File: config.mk
export PLATFORM = sky130hd
export DESIGN_NAME = display_window_pixel_writer_top
export DESIGN_NICKNAME = d
export VERILOG_FILES = /design/src/sv/dwpw_pkg.sv /design/src/sv/display_window_pixel_writer_top.sv
export SDC_FILE = /design/constraint.sdc
export NUM_CORES = 1
export LEC_CHECK = 0
export ABC_AREA = 1
export BUFFER_PORTS_ARGS = -buffer_cell sky130_fd_sc_hd__buf_2
export CORE_UTILIZATION = 50
export CTS_CLUSTER_DIAMETER = 200
export DETAILED_ROUTE_END_ITERATION = 10
export PLACE_DENSITY = 0.8
export SLEW_MARGIN = 20
export SYNTH_ARGS = -nofsm -noshare
export SYNTH_HDL_FRONTEND = slang
export SYNTH_SLANG_ARGS = --single-unit
export TNS_END_PERCENT = 20
File: constraint.sdc
create_clock -name clk -period 8 [get_ports clk]
set_input_delay 0 -clock clk [delete_from_list [all_inputs] [get_ports clk]]
set_output_delay 0 -clock clk [all_outputs]
set_load 0.005 [all_outputs]
File: src/sv/dwpw_pkg.sv
package dwpw_pkg;

    // Cursor and window coordinate width
    localparam int unsigned CURSOR_W = 10;
    localparam int unsigned COLOUR_W = 8;
    localparam int unsigned BUS_W    = 24;

    // Packed result width, padded up to whole bytes
    localparam int unsigned RESULT_W      = 2 * CURSOR_W + 3 * COLOUR_W;
    localparam int unsigned RESULT_BYTE_W = ((RESULT_W + 7) / 8) * 8;

    typedef logic [CURSOR_W-1:0] cursor_t;
    typedef logic [COLOUR_W-1:0] colour_t;
    typedef logic [BUS_W-1:0]    bus_word_t;

    // Command opcodes, carried in the low nibble of a command word
    typedef enum logic [3:0] {
        OP_COLUMN_WINDOW = 4'h0,
        OP_ROW_WINDOW    = 4'h1
    } opcode_t;

    // One axis of the write window
    typedef struct packed {
        cursor_t start;
        cursor_t stop;
        cursor_t cursor;
    } window_axis_t;

endpackage

File: src/sv/display_window_pixel_writer_top.sv
// Path: a pixel accepted on s_axis passes the input register, then the result
//   register, and appears on m_axis from there; commands and disabled items give
//   no result.
// Throughput: one transaction per cycle, except while a pixel waits on a full result register that m_axis stalls.
// Reset: rst_n is asynchronous, active low; it clears both windows, both cursors
//   and all valid flags.
module display_window_pixel_writer_top #(
    parameter int unsigned FRAME_WIDTH  = 640,
    parameter int unsigned FRAME_HEIGHT = 480
) (
    input  logic        clk,
    input  logic        rst_n,
    input  logic        s_axis_tvalid,
    output logic        s_axis_tready,
    input  logic [23:0] s_axis_tdata,   // bus_word[23:0]
    input  logic [1:0]  s_axis_tuser,   // [0] enable, [1] mode
    output logic        m_axis_tvalid,
    input  logic        m_axis_tready,
    output logic [47:0] m_axis_tdata,   // pixel_row[9:0], pixel_column[19:10], red[27:20],
                                        // green[35:28], blue[43:36], zero pad[47:44]
    output logic [0:0]  m_axis_tuser    // [0] outside_frame
);

    import dwpw_pkg::*;

    localparam logic [CURSOR_W:0] FrameWidth  = (CURSOR_W + 1)'(FRAME_WIDTH);
    localparam logic [CURSOR_W:0] FrameHeight = (CURSOR_W + 1)'(FRAME_HEIGHT);

    // Input register
    logic      in_valid_reg;
    logic      in_enable_reg;
    logic      in_mode_reg;
    bus_word_t in_word_reg;

    // Window state
    window_axis_t col_reg, col_next;
    window_axis_t row_reg, row_next;

    // Result register
    logic                     out_valid_reg;
    logic [RESULT_BYTE_W-1:0] out_data_reg, out_data_next;
    logic                     out_outside_reg, out_outside_next;

    logic    is_pixel;
    logic    is_command;
    logic    out_free;
    logic    stage_move;
    cursor_t cmd_start;
    cursor_t cmd_stop;
    opcode_t cmd_op;

    // Decode of the held item
    assign is_pixel   = in_valid_reg && in_enable_reg && !in_mode_reg;
    assign is_command = in_valid_reg && in_enable_reg && in_mode_reg;
    assign cmd_start  = in_word_reg[23:14];
    assign cmd_stop   = in_word_reg[13:4];
    assign cmd_op     = opcode_t'(in_word_reg[3:0]);

    // Handshake: result slot frees when empty or taken this cycle
    assign out_free      = !out_valid_reg || m_axis_tready;
    assign stage_move    = in_valid_reg && (!is_pixel || out_free);
    assign s_axis_tready = !in_valid_reg || stage_move;

    // Input register
    always_ff @(posedge clk or negedge rst_n)
    begin
        if (!rst_n)
        begin
            in_valid_reg <= 1'b0;
        end
        else if (s_axis_tready)
        begin
            in_valid_reg <= s_axis_tvalid;
        end
    end

    always_ff @(posedge clk)
    begin
        if (s_axis_tready && s_axis_tvalid)
        begin
            in_enable_reg <= s_axis_tuser[0];
            in_mode_reg   <= s_axis_tuser[1];
            in_word_reg   <= s_axis_tdata;
        end
    end

    // Window and cursor update
    always_comb
    begin
        col_next = col_reg;
        row_next = row_reg;
        if (stage_move && is_command)
        begin
            case (cmd_op)
                OP_COLUMN_WINDOW:
                begin
                    col_next.start  = cmd_start;
                    col_next.stop   = cmd_stop;
                    col_next.cursor = cmd_start;
                end
                OP_ROW_WINDOW:
                begin
                    row_next.start  = cmd_start;
                    row_next.stop   = cmd_stop;
                    row_next.cursor = cmd_start;
                end
                default:
                begin
                    col_next = col_reg;
                end
            endcase
        end
        else if (stage_move && is_pixel)
        begin
            // Raster advance inside the window, wrapping at the 10-bit limit
            if (col_reg.cursor == col_reg.stop)
            begin
                col_next.cursor = col_reg.start;
                if (row_reg.cursor == row_reg.stop)
                begin
                    row_next.cursor = row_reg.start;
                end
                else
                begin
                    row_next.cursor = row_reg.cursor + 1'b1;
                end
            end
            else
            begin
                col_next.cursor = col_reg.cursor + 1'b1;
            end
        end
    end

    always_ff @(posedge clk or negedge rst_n)
    begin
        if (!rst_n)
        begin
            col_reg <= '0;
            row_reg <= '0;
        end
        else
        begin
            col_reg <= col_next;
            row_reg <= row_next;
        end
    end

    // Result packing
    always_comb
    begin
        out_data_next    = '0;
        out_data_next[9:0]   = row_reg.cursor;
        out_data_next[19:10] = col_reg.cursor;
        out_data_next[27:20] = in_word_reg[23:16];
        out_data_next[35:28] = in_word_reg[15:8];
        out_data_next[43:36] = in_word_reg[7:0];
        out_outside_next = ({1'b0, row_reg.cursor} >= FrameHeight)
                        || ({1'b0, col_reg.cursor} >= FrameWidth);
    end

    // Result register
    always_ff @(posedge clk or negedge rst_n)
    begin
        if (!rst_n)
        begin
            out_valid_reg <= 1'b0;
        end
        else if (out_free)
        begin
            out_valid_reg <= stage_move && is_pixel;
        end
    end

    always_ff @(posedge clk)
    begin
        if (out_free && stage_move && is_pixel)
        begin
            out_data_reg    <= out_data_next;
            out_outside_reg <= out_outside_next;
        end
    end

    assign m_axis_tvalid   = out_valid_reg;
    assign m_axis_tdata    = out_data_reg;
    assign m_axis_tuser[0] = out_outside_reg;

    // A result only appears after a pixel left the input register
    assert property (@(posedge clk) disable iff (!rst_n)
        $rose(out_valid_reg) |-> $past(stage_move && is_pixel))
        else $error("result without a pixel transaction");

    // A column window command puts the column cursor at the window start
    assert property (@(posedge clk) disable iff (!rst_n)
        (stage_move && is_command && cmd_op == OP_COLUMN_WINDOW)
        |=> (col_reg.cursor == col_reg.start))
        else $error("column cursor not moved to window start");

    // Inside the window the column cursor steps by one per pixel
    assert property (@(posedge clk) disable iff (!rst_n)
        (stage_move && is_pixel && col_reg.cursor != col_reg.stop)
        |=> (col_reg.cursor == CURSOR_W'($past(col_reg.cursor) + 1'b1)))
        else $error("column cursor did not step");

    // Outside flag agrees with the coordinates it was sent with
    assert property (@(posedge clk) disable iff (!rst_n)
        m_axis_tvalid |-> (m_axis_tuser[0] ==
            (({1'b0, m_axis_tdata[9:0]} >= FrameHeight)
             || ({1'b0, m_axis_tdata[19:10]} >= FrameWidth))))
        else $error("outside_frame disagrees with coordinates");

endmodule

# ---- After elaboration in Yosys (flattened, before gate mapping)
# Cells that the tools add are included.
dict set report totals {
  regBits 133
  in_bits 30
  output_inout_bits 51
}
dict set report op_classes {
  n_addsub 2
  n_lt_le_gt_ge 2
  eq_ne 5
  n_mux 9
  n_reduce_logical 24
}
# cell n
set op_table {}
lappend op_table {{10-bit 2-to-1 mux} 9}
lappend op_table {{10-bit by 1-bit adder with 10-bit output, second input constant} 2}
lappend op_table {{10-bit == test} 2}
lappend op_table {{10-bit >= comparator, second input constant} 1}
lappend op_table {{10-bit by 9-bit >= comparator with 1-bit output, second input constant} 1}
lappend op_table {{1-bit logical AND} 9}
lappend op_table {{2-bit AND reduction} 3}
lappend op_table {{4-bit by 1-bit == test with 1-bit output, second input constant} 1}
lappend op_table {{1-bit logical NOT} 4}
lappend op_table {{4-bit logical NOT} 1}
lappend op_table {{1-bit logical OR} 4}
lappend op_table {{2-bit by 1-bit != test with 1-bit output, second input constant} 2}
lappend op_table {{2-bit nonzero test} 2}
lappend op_table {{3-bit AND reduction} 1}

# ---- Logic depth before layout (Yosys ltp)
dict set report depth {
  depth_word 8
  mapped_depth 11
  mapped_depth_nobuf 11
}

# ---- Least setup slack after synthesis
# No wires, ideal clock.
dict set report synth_path {
  path_kind {reg-to-reg}
  startpoint {register in_mode_reg}
  endpoint {register row_reg, in the netlist out_data_next[0]}
  setup_ps 73
  t_arrival_ps 3311
  required_ps 7927
  path_slack_ps 4616
  path_stages_with_launch 8
  n_path_buf 1
  synth_period_minus_slack_ps 3384
  path_cell_list {edfxtp_1 nand3b_1 nor2_1 nand4_4 nand2_4 buf_8 nor2_1 a21oi_2}
}
dict set report synth_via {
  elab_chain_len 8
  word_cells_on_any_way 13
  classes_between {eq/ne (1); mux (1); reduce/logical (11)}
}
# element line_no
set synth_rtl {}
lappend synth_rtl {{start: declaration} display_window_pixel_writer_top.sv:32} ;# logic in_mode_reg;
lappend synth_rtl {{start signal: assignment} display_window_pixel_writer_top.sv:82} ;# in_mode_reg <= s_axis_tuser[1];
lappend synth_rtl {{1-bit logical NOT} display_window_pixel_writer_top.sv:53} ;# assign is_pixel = in_valid_reg && in_enable_reg && !in_mode_reg;
lappend synth_rtl {{1-bit logical AND} display_window_pixel_writer_top.sv:53}
lappend synth_rtl {{1-bit logical NOT} display_window_pixel_writer_top.sv:61} ;# assign stage_move = in_valid_reg && (!is_pixel || out_free);
lappend synth_rtl {{1-bit logical OR} display_window_pixel_writer_top.sv:61}
lappend synth_rtl {{1-bit logical AND} display_window_pixel_writer_top.sv:61}
lappend synth_rtl {{1-bit logical AND (on tied branches)} {display_window_pixel_writer_top.sv:92, display_window_pixel_writer_top.sv:113}}
lappend synth_rtl {{2-bit by 1-bit != test with 1-bit output (no line) or 2-bit nonzero test (tied branches)} n/a}
lappend synth_rtl {{3-bit AND reduction (no line)} n/a}
lappend synth_rtl {{end signal: assignment} display_window_pixel_writer_top.sv:145} ;# row_reg <= row_next;
lappend synth_rtl {{end: declaration} display_window_pixel_writer_top.sv:37} ;# window_axis_t row_reg, row_next;
# Parallel ways exist; a longest one is shown, timed or not.
# A chain may end at the register's enable or synchronous reset.

# ---- Final worst setup path
dict set report layout_path {
  startpoint {register in_mode_reg}
  endpoint {register col_reg[3] (netlist name)}
}
dict set report layout_via {
  elab_chain_len 8
  word_cells_on_any_way 12
  classes_between {eq/ne (1); mux (1); reduce/logical (10)}
}
# element line_no
set layout_rtl {}
lappend layout_rtl {{1-bit logical NOT} display_window_pixel_writer_top.sv:53}
lappend layout_rtl {{1-bit logical AND} display_window_pixel_writer_top.sv:53}
lappend layout_rtl {{1-bit logical NOT} display_window_pixel_writer_top.sv:61}
lappend layout_rtl {{1-bit logical OR} display_window_pixel_writer_top.sv:61}
lappend layout_rtl {{1-bit logical AND} display_window_pixel_writer_top.sv:61}
lappend layout_rtl {{1-bit logical AND (on tied branches)} {display_window_pixel_writer_top.sv:92, display_window_pixel_writer_top.sv:113}}
lappend layout_rtl {{2-bit by 1-bit != test with 1-bit output (no line) or 2-bit nonzero test (tied branches)} n/a}
lappend layout_rtl {{2-bit AND reduction (no line)} n/a}
lappend layout_rtl {{end signal: assignment} display_window_pixel_writer_top.sv:144} ;# col_reg <= col_next;
lappend layout_rtl {{end: declaration} display_window_pixel_writer_top.sv:36} ;# window_axis_t col_reg, col_next;
# Parallel ways exist; a longest one is shown, timed or not.

==> results.md <==
* Total grt overflow at 0
* FILL cells at 902
* Synthesis-to-layout area growth at 23.3%
* Min-delay worst type: in2reg
* Num ports at 81
* Hold Vio Cnt, Final at 0
* Core area at around 11000 um2
* Switching Share at 0.306
* Worst Skew at 0.0105 ns
* Root Driver: clkbuf_16
* CP delay by family, top: simple AND/OR/NAND/NOR gates
* PnR Total Power at 2100 uW
* NetSw at between 600 and 700 uW
* Status: finished clean
* Crit path from: in_mode_reg$_DFFE_PP_
* Worst Reg-to-Reg Cells at 9
* Int Power at 1460 uW
* Initial DRC Count at approximately 280
* Comb power frac at 0.193
* Largest net degree at the start of global routing at 63
* Post-DP HPWL at approximately 8.6 mm
* Met3 usage at 0.0585
* Largest cells by area after synthesis: edfxtp_1 36%, dfrtp_1 26%, nand2_1 8.9%, inv_1 5.9%, nor2_1 5.8%
* Std-Cell Rows at 39
* Post-synth top flop: edfxtp_1
* Fin crit period at 2.93 ns
* Worst skew pair latency at about 0.42 ns
* CTS tree: done
* Final clock period utilization by the worst path at 0.366
* Register bit count reported by yosys at 133
* Critical path endpoint category: flip-flop
* Synth cell types at 30
* Power density over the cells at 288 nW/um2
* Max clock buf depth at 2
* Drt first pass iters at 5
* Sink Count at about 130
* Vias at about 4500
* Syn_area_per_cell at 9.52 um2
* Die ar. at between 10000 and 15000 um2
* Ratio of cells with drive above 1 in the final layout at 0.171
* Hold path cells at 2
* Initial antenna violation count at 0
* Setup violators final at 0
* Peak VDD IR at between 0.15 and 0.2 mV
* Pleak at between 0.003 and 0.004 uW
* Critical R2R Capture: col_reg[3]$_DFFE_PN0P_
* CP peak stage delay at approximately 0.53 ns
* Register area at about 3700 um2
* CTS Buf Count at 17
* Mapped Area at 5910 um2
* CP Buf/Inv Count at 4
* Ys async rst share at 0.466
* Port Buffers at 76
* Slowest-stage cell, CP: nor2_1
* Max Clock Freq at 341 MHz
* Max Cap Viol at 0
* Reg2Reg Setup Slack at 5.07 ns
* DIE WIDTH at roughly 110 um
* M2 GR Usage at 0.363
* Die Span Y at around 110 um
* Fin nets at approximately 770
* First-pass GRT wire length at roughly 22 mm
* Critical-path cell list: nand3_2 > inv_1 > nand3_1 > buf_4 > inv_1 > nor2_1 > clkinv_1 > nor2_1 > a21oi_1
* Yosys top cell area share at 0.361
* Clock power share at 0.366
* Routed len/inst at between 10 and 15 um
* Ant diodes at 0
* Area of the multi-input gates at approximately 1800 um2
* Final ANT Viol Nets at 0
* Hold_buf cts at 29
* Slew Viols, Final at 0
* Busiest grt layer: met2
* Crit Path Class: reg2reg
* CP Data Arrival Time at 3.23 ns
* Grt met1 use at 0.301
* Fin Setup TNS at 0 ns
* Drt via density at between 5 and 6
* Clk slew on worst S/H paths at 0.06 ns
* DR DRC count at 0
* RSZ-0062 raised after global routing: no
* Area leader, netlist: edfxtp_1
* Seq/Total Area, Yosys at 0.623
* Worst Tran Pin Value at between 0.9 and 1 ns
* Vias in the first global route at 4563
* Hold_sp: s_axis_tdata[14]
* Startpoint class of the critical path: flip-flop
* Worst-path maximum fanout at 41
* Post-Place Cells at just over 800
* Finished Layout Cells at 887
* Max H-tree Level at 4
* Total length of routed wires at ~13 mm
* Hold Slack at between 0.2 and 0.3 ns
* Cells after Synth at 621
* Reg-to-reg startpoint: in_mode_reg$_DFFE_PP_
* Slew HR at 0.382
* Initial Util at 0.515
* Global Route Usage Sum at 0.229
* Post-CTS Setup Inserts at 0
* Reg power frac at 0.441
* Ys Warns at 0
* Endpoint of the worst hold path: in_word_reg[14]$_DFFE_PP_
* Crit path depth at 9
* Post-synth EDFFs at roughly 70
* Max FFs per register at 44
* # resized after CTS at 0
* Routability cong. at a little under 0.9
* Req. time, crit path at 8.29 ns
## synth_stat cells (2+ instances only)
library cell  count
o21ai_0          42
nor3_1            4
edfxtp_1         71
a21oi_2           2
nor2_4            3
inv_1            93
dfrtp_1          62
nand2_1         140
clkbuf_1          9
nor2_1           91
nor2_2            3
buf_2             7
a21oi_1          12
nand3_1          33
ha_1              4
buf_4             4
xnor2_1           6
xor2_1           12
nand4_1          12
## stage by stage
stage / worst slack, ns / utilization / instance area, um2
finish: 5.07 / 0.636 / 7290
global route: 4.84 / 0.636 / 7290
CTS: 4.68 / 0.635 / 7280
detailed placement: 4.73 / 0.559 / 6410
global placement: 4.85 / 0.559 / 6410
floorplan: 4.62 / - / 5920
## placed cells by master (no fill, tap or decap), drive strengths merged, types with 12 or more instances in the layout
| cell type | count |
|---|---|
| a21oi | 14 |
| edfxtp | 71 |
| xor2 | 12 |
| dlygate4sd3 | 29 |
| dfrtp | 62 |
| nand4 | 13 |
| o21ai | 42 |
| nand3 | 34 |
| inv | 96 |
| buf | 81 |
| nor2 | 97 |
| nand2 | 142 |
| clkbuf | 20 |
## routing by layer
layer  up-vias  share of wire
met4         0          0.018
met1      2117           0.43
met2       190           0.49
met3        23          0.064
li1       2178              -
met5         -              0
## worst max path at each step
stage / endpoint / slack, ns
final: col_reg[3]$_DFFE_PN0P_ / 5.07
after global routing: col_reg[3]$_DFFE_PN0P_ / 4.84
after CTS: col_reg[3]$_DFFE_PN0P_ / 4.68
after detailed placement: col_reg[3]$_DFFE_PN0P_ / 4.73
after global placement: col_reg[0]$_DFFE_PN0P_ / 4.85
after floorplan: out_data_next[0]$_DFFE_PN0P_ / 4.62
## power groups by stage
stage | logic [uW] | registers [uW] | clock network [uW]
after global placement | 369 | 931 | 0
after CTS | 403 | 923 | 776
after floorplan | 308 | 895 | 0
after global routing | 461 | 936 | 811
after detailed placement | 386 | 936 | 0
final | 404 | 926 | 768
## worst register-to-register path, cell delays in order, from the launching register on
cell and delay, ns:
edfxtp_1 0.44, nand3_2 0.46, inv_1 0.13, nand3_1 0.10, buf_4 0.32, inv_1 0.08, nor2_1 0.53, clkinv_1 0.46
nor2_1 0.21, a21oi_1 0.07
## area by class of cell
class                   count  share of cell area
inverters                  95              0.0489
repair buffers            110              0.0972
clock buffers              20              0.0627
clock inverters            12              0.0175
well taps                 143              0.0245
multi-input cells         374               0.244
flip-flops and latches    133               0.505
## cells by family (layout without fill, tap and decap cells)
| group | after synthesis | count (layout) | share of synthesized area |
|---|---|---|---|
| AOI/OAI and AO/OA | 56 | 56 | 0.0487 |
| xor gates and xnor gates | 19 | 19 | 0.0294 |
| adders and majority gates | 4 | 4 | 0.00847 |
| buffers and inverters | 117 | 237 | 0.0804 |
| DFF | 133 | 133 | 0.623 |
| other | 1 | 4 | 0.000634 |
| and+or+nand+nor | 291 | 291 | 0.209 |
Power figures use the tool's default switching activity.
